===== src/rtl/hse_pkg.sv =====
// Shared field widths and command codes of the Huffman symbol encoder.
`default_nettype none
package hse_pkg;
	localparam int CMD_W = 2;
	localparam int SYM_W = 8;
	localparam int CODE_FIELD_W = 32;
	localparam int LEN_FIELD_W = 6;
	localparam int BYTE_W = 8;
	localparam int TABLE_DEPTH = 256;

	typedef enum logic [CMD_W-1:0] {
		CMD_LOAD = 2'd0,
		CMD_ENCODE = 2'd1,
		CMD_FLUSH = 2'd2
	} cmd_t;
endpackage
`default_nettype wire


===== src/rtl/hse_packer.sv =====
// Bit buffer that appends code words and emits bytes through an output register.
`default_nettype none
module hse_packer #(
	parameter int CODE_W = 32,
	parameter int LEN_W = 6
) (
	input wire logic clk,
	input wire logic arst_n,
	input wire logic item_valid,
	input wire hse_pkg::cmd_t item_cmd,
	input wire logic [CODE_W-1:0] item_word,
	input wire logic [LEN_W-1:0] item_len,
	output logic item_take,
	output logic out_valid,
	output logic [hse_pkg::BYTE_W-1:0] out_byte,
	output logic out_last,
	input wire logic out_ready
);
	import hse_pkg::*;

	localparam int BUF_W = CODE_W + BYTE_W - 1;
	localparam int CNT_W = $clog2(BUF_W + 1);

	logic [BUF_W-1:0] buf_q;
	logic [CNT_W-1:0] cnt_q;
	logic out_valid_q;
	logic [BYTE_W-1:0] out_byte_q;
	logic out_last_q;

	logic out_can_load;
	logic drained;
	logic absorb;
	logic flush_go;
	logic emit;
	logic [BUF_W-1:0] eff_buf;
	logic [CNT_W-1:0] eff_cnt;
	logic [CNT_W-1:0] rem_cnt;
	logic [BUF_W-1:0] rem_mask;

	always_comb begin
		out_can_load = !out_valid_q || out_ready;
		drained = cnt_q < CNT_W'(BYTE_W);
		absorb = item_valid && (item_cmd == CMD_ENCODE) && drained;
		flush_go = item_valid && (item_cmd == CMD_FLUSH) && drained
			&& ((cnt_q == '0) || out_can_load);
		item_take = absorb || flush_go;
		if (absorb) begin
			eff_buf = (buf_q << item_len) | BUF_W'(item_word);
			eff_cnt = cnt_q + CNT_W'(item_len);
		end else begin
			eff_buf = buf_q;
			eff_cnt = cnt_q;
		end
		emit = (eff_cnt >= CNT_W'(BYTE_W)) && out_can_load;
		rem_cnt = eff_cnt - CNT_W'(BYTE_W);
		rem_mask = (BUF_W'(1) << rem_cnt) - BUF_W'(1);
	end

	always_ff @(posedge clk or negedge arst_n) begin
		if (!arst_n) begin
			buf_q <= '0;
			cnt_q <= '0;
			out_valid_q <= 1'b0;
		end else begin
			if (flush_go) begin
				buf_q <= '0;
				cnt_q <= '0;
			end else if (emit) begin
				buf_q <= eff_buf & rem_mask;
				cnt_q <= rem_cnt;
			end else begin
				buf_q <= eff_buf;
				cnt_q <= eff_cnt;
			end
			if ((flush_go && (cnt_q != '0)) || emit) begin
				out_valid_q <= 1'b1;
			end else if (out_ready) begin
				out_valid_q <= 1'b0;
			end
		end
	end

	always_ff @(posedge clk) begin
		if (flush_go && (cnt_q != '0)) begin
			out_byte_q <= BYTE_W'(buf_q);
			out_last_q <= 1'b1;
		end else if (emit) begin
			out_byte_q <= BYTE_W'(eff_buf >> rem_cnt);
			out_last_q <= rem_cnt < CNT_W'(BYTE_W);
		end
	end

	assign out_valid = out_valid_q;
	assign out_byte = out_byte_q;
	assign out_last = out_last_q;
endmodule
`default_nettype wire


===== config.mk =====
export PLATFORM = sky130hd
export DESIGN_NAME = hse_packer
export DESIGN_NICKNAME = d
export VERILOG_FILES = /design/src/rtl/hse_pkg.sv /design/src/rtl/hse_packer.sv
export SDC_FILE = /design/constraint.sdc
export NUM_CORES = 1
export LEC_CHECK = 0
export ABC_AREA = 1
export BUFFER_PORTS_ARGS = -buffer_cell sky130_fd_sc_hd__buf_2
export CAP_MARGIN = 20
export CORE_MARGIN = 2
export CORE_UTILIZATION = 30
export CTS_BUF_LIST = sky130_fd_sc_hd__clkbuf_4 sky130_fd_sc_hd__clkbuf_8
export DETAILED_ROUTE_END_ITERATION = 8
export SKIP_LAST_GASP = 1
export SLEW_MARGIN = 0
export SYNTH_ARGS = -nofsm -noshare
export SYNTH_HDL_FRONTEND = slang
export SYNTH_SLANG_ARGS = --single-unit

===== constraint.sdc =====
create_clock -name clk -period 4.4 [get_ports clk]
set_input_delay 0.44 -clock clk [delete_from_list [all_inputs] [get_ports clk]]
set_output_delay 0.44 -clock clk [all_outputs]
set_load 0.01 [all_outputs]

==> results of run 1 <==
power by group through the flow:
stage	combinational, mW	sequential (mW)	clock, mW
2_1_floorplan	3.41	0.888	0
3_3_place_gp	4.71	0.996	0
3_5_place_dp	4.68	0.988	0
4_1_cts	4.70	0.979	0.315
5_1_grt	5.27	1.01	0.334
6_report	4.81	0.999	0.316
cells in the final DEF (no fill, tap or decap), drive strengths merged, types with 2 or more instances in the layout:
cell and n:
nor2 128, ha 6, xor2 4, a211oi 4
nor3 14, or2 31, o211ai 5, buf 80
clkinv 4, nand3 513, nand4 17, nand2 418
nand3b 3, a221oi 2, inv 81, o2111ai 2
a21oi 40, clkbuf 5, edfxtp 8, xnor2 3
dfrtp 46, o21ai 30
cell type report:
type | instances | area share
clock buffer | 5 | 0.00800
sequential | 55 | 0.164
inverter | 82 | 0.0363
timing repair buffer | 80 | 0.0541
tap | 335 | 0.0487
clock inverter | 3 | 0.00218
multi-input combinational | 1226 | 0.687
state kept, by name (all words and copies together), names as in the netlist:
name and flops:
out_byte 8, buf_q 39, out_last 1, cnt_q 6, out_valid 1
synth_stat cells, types with 3 or more instances:
cell	count
nor2_1	109
nand3_2	7
nand3_1	506
dfrtp_1	46
xor2_1	4
nor2_4	9
o21ai_0	20
o21ai_1	6
nor3_1	13
nor2_2	8
buf_1	17
a211oi_1	4
nand2_1	403
nand2_2	13
buf_4	3
inv_1	67
clkbuf_1	41
xnor2_1	3
ha_1	6
or2_2	31
edfxtp_1	8
nand3b_1	3
o211ai_1	5
o21ai_2	3
nand4_1	17
buf_2	19
inv_2	11
buf_6	4
a21oi_1	40
stage by stage:
stage               std cells  setup WS (ns)  power, mW  hold slack (ns)  utilization
global placement         1778          0.888       5.70            0.485        0.326
floorplan                1447           1.43       4.30            0.144            -
detailed placement       1778          0.824       5.66            0.488        0.326
finish                   1786          0.925       6.13            0.213        0.329
global route             1786          0.575       6.62            0.250        0.329
CTS                      1786          0.981       5.99            0.238        0.329
worst max-delay path: stages (launching register included):
cell and delay (ns):
dfrtp_1 0.47, ha_1 0.39, a21oi_1 0.19, nand3_1 0.11, nand3_2 0.10, nand2_4 0.22, inv_4 0.29, nor2_4 0.10
inv_2 0.11, nor2_8 0.07, nand2_1 0.23, nand2_1 0.16, nor2_2 0.33, nand3_2 0.17, o21ai_0 0.21, nand3_1 0.10
nand2_1 0.08, inv_1 0.03
cells by family (layout without fill, tap and decap cells):
kind of cell               Yosys count  in the layout
and+or+nand+nor                   1124           1124
adders and majority gates            7              7
buffers and inverters              166            170
DFF                                 55             55
xor gates and xnor gates             7              7
AOI/OAI and AO/OA                   88             88
worst max path at each step:
stage / slack (ns) / to / cells past startpoint / startpoint
after floorplan: 1.43 / buf_q[30] / 22 / item_len[0]
after global placement: 0.89 / buf_q[17] / 15 / item_len[2]
after detailed placement: 0.82 / buf_q[30] / 21 / item_len[0]
after CTS: 0.98 / buf_q[30] / 22 / cnt_q[5]
after global routing: 0.57 / buf_q[30] / 22 / cnt_q[5]
final: 0.93 / buf_q[30] / 17 / cnt_q[2]
metal layers:
layer	vias up	part of all wire	global-route usage
li1	4907	-	-
met1	4863	0.41	0.343
met2	700	0.43	0.385
met3	95	0.11	0.0444
met4	0	0.050	0.120
met5	-	0	0
==> run metrics, run 1 <==
CTS Sinks 55; vias in the first global route 9,432; Int Power around 2.3 mW; Final Hold Violating Endpoints 0; status complete, but fails checks; Final Critical Period 3.47 ns; # rows 59; register area 0.00141 mm²; Pwr Density 712 mW/mm²; skew final 0.0232 ns; largest family of logic cells by synthesized area simple AND/OR/NAND/NOR gates; FF+latch count, synth between 50 and 60; sw frac 0.620; Longest Clk Path Bufs 2; clock slew at reported path FFs 0.10 ns; number of flops mapped to enable cells by yosys 8; H-tree depth 2; Area Overhead vs Synth 7.67%; Synth Area in Compound Gates 0.0643; DIE HEIGHT between 150 and 200 µm; Final Setup Violations 0; CP required 4.64 ns; WP data arrival 3.71 ns; area leader, netlist nand3_1; Final period util 0.790; Gate power share 0.785; initial drt markers 1,856; multiplexer share of the synthesized area 0; largest net degree at the start of global routing 47; r2r startpoint cnt_q[2]; Clock Power Share 0.052; die width 167 µm; worst skew pair latency about 0.35 ns; Synth async-reset ratio 0.836; RR Endpoint buf_q[30]; HP Class in -> async; CTS tree done; WL per Instance 20.2 µm; via count 10,600; Layout Nets 1,501; Slew Limit Fails 0; CTS buffer count 5; Synth Area in Simple Gates 0.653; CP endpoint kind flop; DRC violations left 5; worst-path fanout max 24; # resized after CTS 0; Setup CP Type reg -> reg; hold buffers post-CTS 0; violated checks DRC; Relative slew margins 0.445; Post-Synthesis Cell Area 0.00799 mm²; FILL cells between 2,000 and 3,000; initial antenna violation count 0; Die Area 0.0280 mm²; final wirelength between 30 and 40 mm; Post-CTS Setup Inserts 0; GRT overflow 0; Synth Instances about 1,400; yosys warns 0; leakage 4.34 nW; Pre-antenna DRT Iters 8; Placed Area 0.00852 mm²; area share of the largest cell type after synthesis 0.317; setup slack, reg-to-reg 0.93 ns; core area 0.0261 mm²; DR vias/cell approximately 5.9; synth unique cells 44; largest cells by area after synthesis nand3_1 32%, nand2_1 19%, dfrtp_1 14%; max-cap check violation count 0; starting density of the core 0.306; R2R cell count 17; worst-margin pin slew 0.832 ns; ant diodes 0; RSZ-0062 raised after global routing false; Synth Area in Adders 0.0119; fin area 0.00861 mm²; share of layout cells above drive strength 1 0.124; Post-Route Setup TNS 0 ns; Clock Root Buffer clkbuf_8; post-DP HPWL between 20 and 30 mm; # port buffers 54; Max Fclk 288 MHz; VDD IR max 276 µV; xor/xnor share of the synthesized area 0.00767; first-pass GRT wire length 54.9 mm; GR Util All Layers 0.252; post-synthesis sequential area ratio 0.177; gp weighted congestion 1.10; io pins 55; Post-synth top flop dfrtp_1; CP Launch Type flop; post-route ant nets 0; synthesized net count 1,498; syn_area_per_cell 5.52 µm²; sequential power share 0.163; Switch Pwr about 3.8 mW; Multi-input gate area 0.00591 mm²
No activity file was read; power rests on OpenSTA's default activity.
==> run 2: changes to the inputs <==
--- a/config.mk
+++ b/config.mk
@@ -5,7 +5,7 @@
 export SDC_FILE = /design/constraint.sdc
 export NUM_CORES = 1
 export LEC_CHECK = 0
-export ABC_AREA = 1
+export ABC_AREA = 0
 export BUFFER_PORTS_ARGS = -buffer_cell sky130_fd_sc_hd__buf_2
 export CAP_MARGIN = 20
 export CORE_MARGIN = 2
==> constraint.sdc (replaced) <==
create_clock -name clk -period 3.55 [get_ports clk]
set_input_delay 0.355 -clock clk [delete_from_list [all_inputs] [get_ports clk]]
set_output_delay 0.355 -clock clk [all_outputs]
set_load 0.01 [all_outputs]
==> run 2 against run 1 <==
Effect of this change: core utilization grew 7.0 points; the flow now finishes without violations; global-route usage grew 5.1 points; power up 69%; critical path type unchanged; highest routed layer unchanged; flip-flop and latch count unchanged; hold slack better by 0.20 ns; synthesized cell count down 28%; combinational power rose by 74%.
==> run metrics, run 2 <==
crit path launch buf_q[10]; WP data arrival 3.63 ns (-0.08 ns); FF+latch count, synth 55 (unchanged); vias in the first global route 10,200 (+8.4%); Clock Root Buffer clkbuf_8; area leader, netlist dfrtp_1; most common cell after layout, fill and taps aside buf_4; number of flops mapped to enable cells by yosys 8 (unchanged); Post-Route Setup TNS 0 ns (unchanged); io pins 55 (unchanged); Setup CP Type reg -> reg; Pre-antenna DRT Iters 6 (-2); # port buffers 54 (unchanged); synthesized net count 1,091 (-27%); FILL cells 2,911 (-1.8%); RSZ-0062 raised after global routing true; count leader, synth nand2_1; GR Util All Layers 0.302 (+0.0508); status finished clean; max-cap check violation count 0 (unchanged); Final Hold Violating Endpoints 0 (unchanged); largest cells by area after synthesis dfrtp_1 14%, mux4_2 10%, mux2i_1 9.5%; Layout Cells excl Fill 1,646 (-7.8%); post-synthesis sequential area ratio 0.167 (-0.00930); gp weighted congestion 1.04 (-6.2%); syn_area_per_cell 8.11 µm² (+47%); final wirelength 44.5 mm (+23%); DR vias/cell 6.37 (+7.7%); CP required 3.66 ns (-0.98 ns); largest net degree at the start of global routing 39 (-17%); pre-CTS WS -0.168 ns (-0.992 ns); placed cell count 1,633 (-8.2%); Max Fclk 284 MHz (-1.2%); CTS buffer count 5 (unchanged); post-route ant nets 0 (unchanged); Post-Synthesis Cell Area 0.00844 mm² (+5.6%); ant diodes 0 (unchanged); initial antenna violation count 1 (+1); fin area 0.0111 mm² (+28%); CP endpoint kind flop; Die Area 0.0295 mm² (+5.4%); CP Launch Type flop; yosys warns 0 (unchanged); worst skew pair latency 0.35 ns (about the same); skew final 0.0328 ns (+0.00956 ns); R2R cell count 12 (-5); setup slack, reg-to-reg 0.03 ns (-0.89 ns); synth unique cells 96 (+120%); final worst setup slack 0.0337 ns (-0.892 ns); Finished Core Util 0.399 (+0.0697); HP Class in -> async; most frequent cells in the layout 246 x buf_4, 109 x nand2_1, 99 x nor2_1, 77 x mux2i_1, 60 x a21oi_1; DIE HEIGHT 172 µm (+2.7%); clock slew at reported path FFs 0.14 ns (+0.04 ns); GRT overflow 0 (unchanged); Layout Nets 1,318 (-12%); DRC violations left 0 (-5); share of layout cells above drive strength 1 0.348 (+0.224); H-tree depth 2 (unchanged); area share of the largest cell type after synthesis 0.136 (-0.180); worst-path fanout max 8 (-67%); Longest Clk Path Bufs 2 (unchanged); via count 10,500 (-0.77%); Post-synth top flop dfrtp_1; Post-synth top cells 109 x nand2_1, 100 x nor2_1, 80 x mux2i_1; VDD IR max 376 µV (+36%); Final Setup Violations 0 (unchanged); die width 172 µm (+2.7%); starting density of the core 0.305 (-0.00133); CTS Sinks 55 (unchanged); RR Endpoint out_byte[0]; max reg flops 39 (unchanged); r2r startpoint buf_q[10]; Final period util 0.991 (+0.201); Area Overhead vs Synth 31.0%; Slew Limit Fails 0 (unchanged); Pwr Density 935 mW/mm² (+31%); Synth Instances 1,040 (-28%); post-DP HPWL 35.6 mm (+27%); leakage 4.62 nW (+6.4%); first-pass GRT wire length 66.0 mm (+20%); core area 0.0277 mm² (+6.0%); CTS tree done; Placed Area 0.0108 mm² (+27%); Synth async-reset ratio 0.836 (unchanged); WL per Instance 27.1 µm (+34%); Top reg by flops buf_q; worst-margin pin slew 0.769 ns (-0.0627 ns); initial drt markers 1,414 (-24%); # rows 61 (+3.4%); Relative slew margins 0.480 (+0.0354); Final Critical Period 3.52 ns (+0.0416 ns)
-- run 2: repair_timing --
action	in CTS	in global routing
buffers inserted	0	4
endpoints found under the setup margin	0	25
hold buffers	1	0
hold endpoints to repair	13	0
gates resized for setup	0	17
-- run 2: worst max-delay path by stage --
stage | end | slack (ns) | cells after the start
2_1_floorplan | buf_q[36] | 0.04 | 15
3_3_place_gp | out_byte[0] | -0.23 | 14
3_5_place_dp | out_byte[0] | -0.17 | 14
4_1_cts | buf_q[34] | 0.04 | 12
5_1_grt | buf_q[34] | -0.08 | 13
6_report | out_byte[0] | 0.03 | 12
-- run 2: through the flow --
| step | hold slack [ns] | power [mW] |
|---|---|---|
| floorplan | 0.0594 | 5.49 |
| global placement | 0.277 | 9.59 |
| detailed placement | 0.279 | 9.46 |
| CTS | 0.434 | 9.96 |
| global route | 0.469 | 10.8 |
| finish | 0.413 | 10.3 |
-- run 2: cell families after synthesis --
kind of cell / synth area share
flops: 0.167
simple gates: 0.208
compound gates: 0.295
xor+xnor: 0.00623
mux: 0.250
buf+inv: 0.0624
fa+ha+maj: 0.0113
-- run 2: metal layers --
layer / global-route usage / share of wire / vias to the layer above
met3: 0.0481 / 0.099 / 170
met1: 0.408 / 0.41 / 5034
met5: 0 / 0 / -
met2: 0.467 / 0.43 / 746
met4: 0.154 / 0.064 / 0
li1: - / - / 4534
-- run 2: critical path, stage by stage, from the launching register on --
cell,delay [ns]
dfrtp_1,0.54
mux4_2,0.58
mux2i_1,0.33
o21ai_0,0.16
a211oi_2,0.30
buf_4,0.15
a2bb2oi_1,0.18
buf_4,0.17
buf_4,0.11
o22a_1,0.11
o21ai_0,0.15
o2bb2ai_1,0.21
or3_1,0.31
-- run 2: power breakdown --
part	switching (mW)	leakage [nW]	total (mW)	internal [mW]
combinational	4.75	3.87	8.39	3.64
sequential	0.540	0.686	1.49	0.954
clock	0.245	0.0591	0.459	0.214
total	5.54	4.62	10.3	4.80
-- run 2: final cells by class --
class,count,area (µm²),share of cell area
Clock buffer,5,68.8,0.00622
Clock inverter,3,45.0,0.00407
Inverter,5,18.8,0.00170
Multi-Input combinational cell,883,6570,0.594
Sequential cell,55,1420,0.128
Tap cell,378,473,0.0428
Timing Repair Buffer,317,2460,0.223
==> run 3: changes to the inputs <==
--- a/config.mk
+++ b/config.mk
@@ -12,6 +12,7 @@
 export CORE_UTILIZATION = 30
 export CTS_BUF_LIST = sky130_fd_sc_hd__clkbuf_4 sky130_fd_sc_hd__clkbuf_8
 export DETAILED_ROUTE_END_ITERATION = 8
+export PLACE_DENSITY = 0.56
 export SKIP_LAST_GASP = 1
 export SLEW_MARGIN = 0
 export SYNTH_ARGS = -nofsm -noshare
==> run 3 against run 2 <==
Effect of this change: worst setup slack improved by 0.017 ns; sequential power decreased by 3%; final cell count increased by 1.2%; sequential share of layout area decreased by 0.18 points; clock skew decreased by 0.020 ns; combinational power increased by 1%; design area increased by 1.6%; core utilization increased by 0.63 points; non-clock buffer count increased by 19; critical path depth decreased by 3; die area unchanged; highest routed layer is now met5; clock power increased by 2%.
==> run metrics, run 3 (same netlist as run 2, synthesis figures left out) <==
RR Endpoint out_byte[0]; Top reg by flops buf_q; DR vias/cell 6.32 (-0.79%); HP Class in -> async; first-pass GRT wire length 66.6 mm (+0.92%); Pwr Density 926 mW/mm² (-0.97%); crit path launch buf_q[3]; Area Overhead vs Synth 33.1%; Multi-input gate area 0.00664 mm² (+1.1%); leakage 4.72 nW (+2.1%); clock slew at reported path FFs 0.12 ns (-0.02 ns); Power, Total 10.4 mW (+0.59%); CTS Sinks 55 (unchanged); initial antenna violation count 1 (unchanged); final wirelength 45.4 mm (+2.0%); DIE HEIGHT 172 µm (unchanged); core area 0.0277 mm² (unchanged); crit-path max cell delay 0.52 ns (-0.06 ns); H-tree depth 2 (unchanged); Levels on crit path 9 (-3); Slew Limit Fails 0 (unchanged); most frequent cells in the layout 269 x buf_4, 108 x nand2_1, 97 x nor2_1, 77 x mux2i_1, 59 x a21oi_1; Pre-antenna DRT Iters 5 (-1); max-cap check violation count 0 (unchanged); CP Launch Type flop; largest net degree at the start of global routing 34 (-13%); worst-path fanout max 5 (-3); crit-path cells buf_4 > mux2_2 > mux4_2 > and2_1 > o32ai_4 > o211ai_1 > a211o_1 > a32o_1 > or3_1; gp weighted congestion 1.02 (-1.5%); # port buffers 54 (unchanged); RSZ-0062 raised after global routing false; CTS buffer count 5 (unchanged); CP required 3.64 ns (-0.02 ns); share of layout cells above drive strength 1 0.371 (+0.0236); skew final 0.0127 ns (-0.0200 ns); GRT overflow 0 (unchanged); GR Layer Usage met3 0.0449 (-0.00322); die width 172 µm (unchanged); R2R cell count 9 (-3); post-DP HPWL 36.1 mm (+1.3%); post-route ant nets 0 (unchanged); Relative slew margins 0.565 (+0.0851); Layout Nets 1,337 (+1.4%); io pins 55 (unchanged); GRT Max-Usage Layer met2; Final Critical Period 3.50 ns (-0.0171 ns); Finished Core Util 0.405 (+0.00628); Max stage delay cell, worst path mux4_2; initial drt markers 1,247 (-12%); FILL cells 2,847 (-2.2%); r2r startpoint buf_q[3]; worst skew pair latency 0.33 ns (-0.02 ns); VDD IR max 391 µV (+4.0%); GR Util All Layers 0.307 (+0.00449); most common cell after layout, fill and taps aside buf_4; Max Fclk 286 MHz (+0.49%); CTS tree done; status finished clean; met2 usage 0.477 (+0.0107); Final Setup Violations 0 (unchanged); Longest Clk Path Bufs 2 (unchanged); Crit path buffers/inverters 1 (-2); Critical Path End out_byte[0]; ant diodes 0 (unchanged); WL per Instance 27.3 µm (+0.85%); Setup CP Type reg -> reg; Die Area 0.0295 mm² (unchanged); register area 0.00142 mm² (+0.18%); CP endpoint kind flop; Final Hold Violating Endpoints 0 (unchanged); # rows 61 (unchanged); vias in the first global route 10,100 (-0.82%); via count 10,500 (+0.35%); WP data arrival 3.59 ns (-0.04 ns); Clock Root Buffer clkbuf_8; DRC violations left 0 (unchanged); Final period util 0.986 (-0.00482); delay-heaviest family, CP compound AO/OA/AOI/OAI gates; worst-margin pin slew 0.652 ns (-0.117 ns); setup slack, reg-to-reg 0.05 ns (+0.02 ns); max reg flops 39 (unchanged); starting density of the core 0.305 (unchanged); met1 usage 0.408 (about the same)
==> run 3: changes by cell type in the layout (fill, tap and decap cells not counted), moves of 3 or more <==
cell,delta
buf_4,+23
o22ai_1,-3
o22ai_2,+3
buf_12,-4
o21ai_0,-3
o21ai_1,+3
==> run 3: repair_timing <==
item | 4_1_cts | 5_1_grt
endpoints found under the setup margin | 1 | 21
hold buffers | 0 | 0
resized for setup | 1 | 36
endpoints found under the hold margin | 0 | 0
cloned | 0 | 0
pin swaps | 0 | 2
setup buffers | 0 | 3
==> run 3: stage by stage <==
step / instance area, µm² / hold WS [ns] / TNS, ns / setup WS [ns] / instances
2_1_floorplan: 8440 / 0.0594 / 0 / 0.0421 / 1040
3_3_place_gp: 11000 / 0.418 / -0.634 / -0.183 / 1654
3_5_place_dp: 11000 / 0.417 / -0.312 / -0.147 / 1654
4_1_cts: 11100 / 0.0594 / 0 / 0.0189 / 1662
5_1_grt: 11200 / 0.102 / 0 / 0.000768 / 1665
6_report: 11200 / 0.0417 / 0 / 0.0508 / 1665
==> run 3: cell type report <==
type,instances,share of cell area
clock buffers,6,0.00735
clock inverters,2,0.00312
inverters,5,0.00167
multi-input cells,883,0.592
flip-flops and latches,55,0.127
well taps,378,0.0421
repair buffers,336,0.228
==> run 3: where the power goes <==
group	internal, mW	total, mW	switching [mW]
clock	0.229	0.470	0.241
combinational	3.65	8.48	4.83
sequential	0.958	1.45	0.493
total	4.84	10.4	5.56
==> run 3: how the worst min path moves through the flow <==
stage	to	slack [ns]
2_1_floorplan	buf_q[0]	0.06
3_3_place_gp	buf_q[36]	0.42
3_5_place_dp	buf_q[36]	0.42
4_1_cts	buf_q[36]	0.06
5_1_grt	buf_q[24]	0.10
6_report	buf_q[36]	0.04
==> run 3: worst reg2reg max path, stage by stage, from the launching register on <==
cell and delay [ns]:
dfrtp_2 0.49, buf_4 0.18, mux2_2 0.27, mux4_2 0.52, and2_1 0.23, o32ai_4 0.37, o211ai_1 0.25, a211o_1 0.34
a32o_1 0.25, or3_1 0.37
==> run 3: metal layers <==
metal / vias up / share of wire
li1: 4574 / -
met4: 2 / 0.068
met5: - / 0.00035
met3: 171 / 0.089
met2: 686 / 0.44
met1: 5088 / 0.41
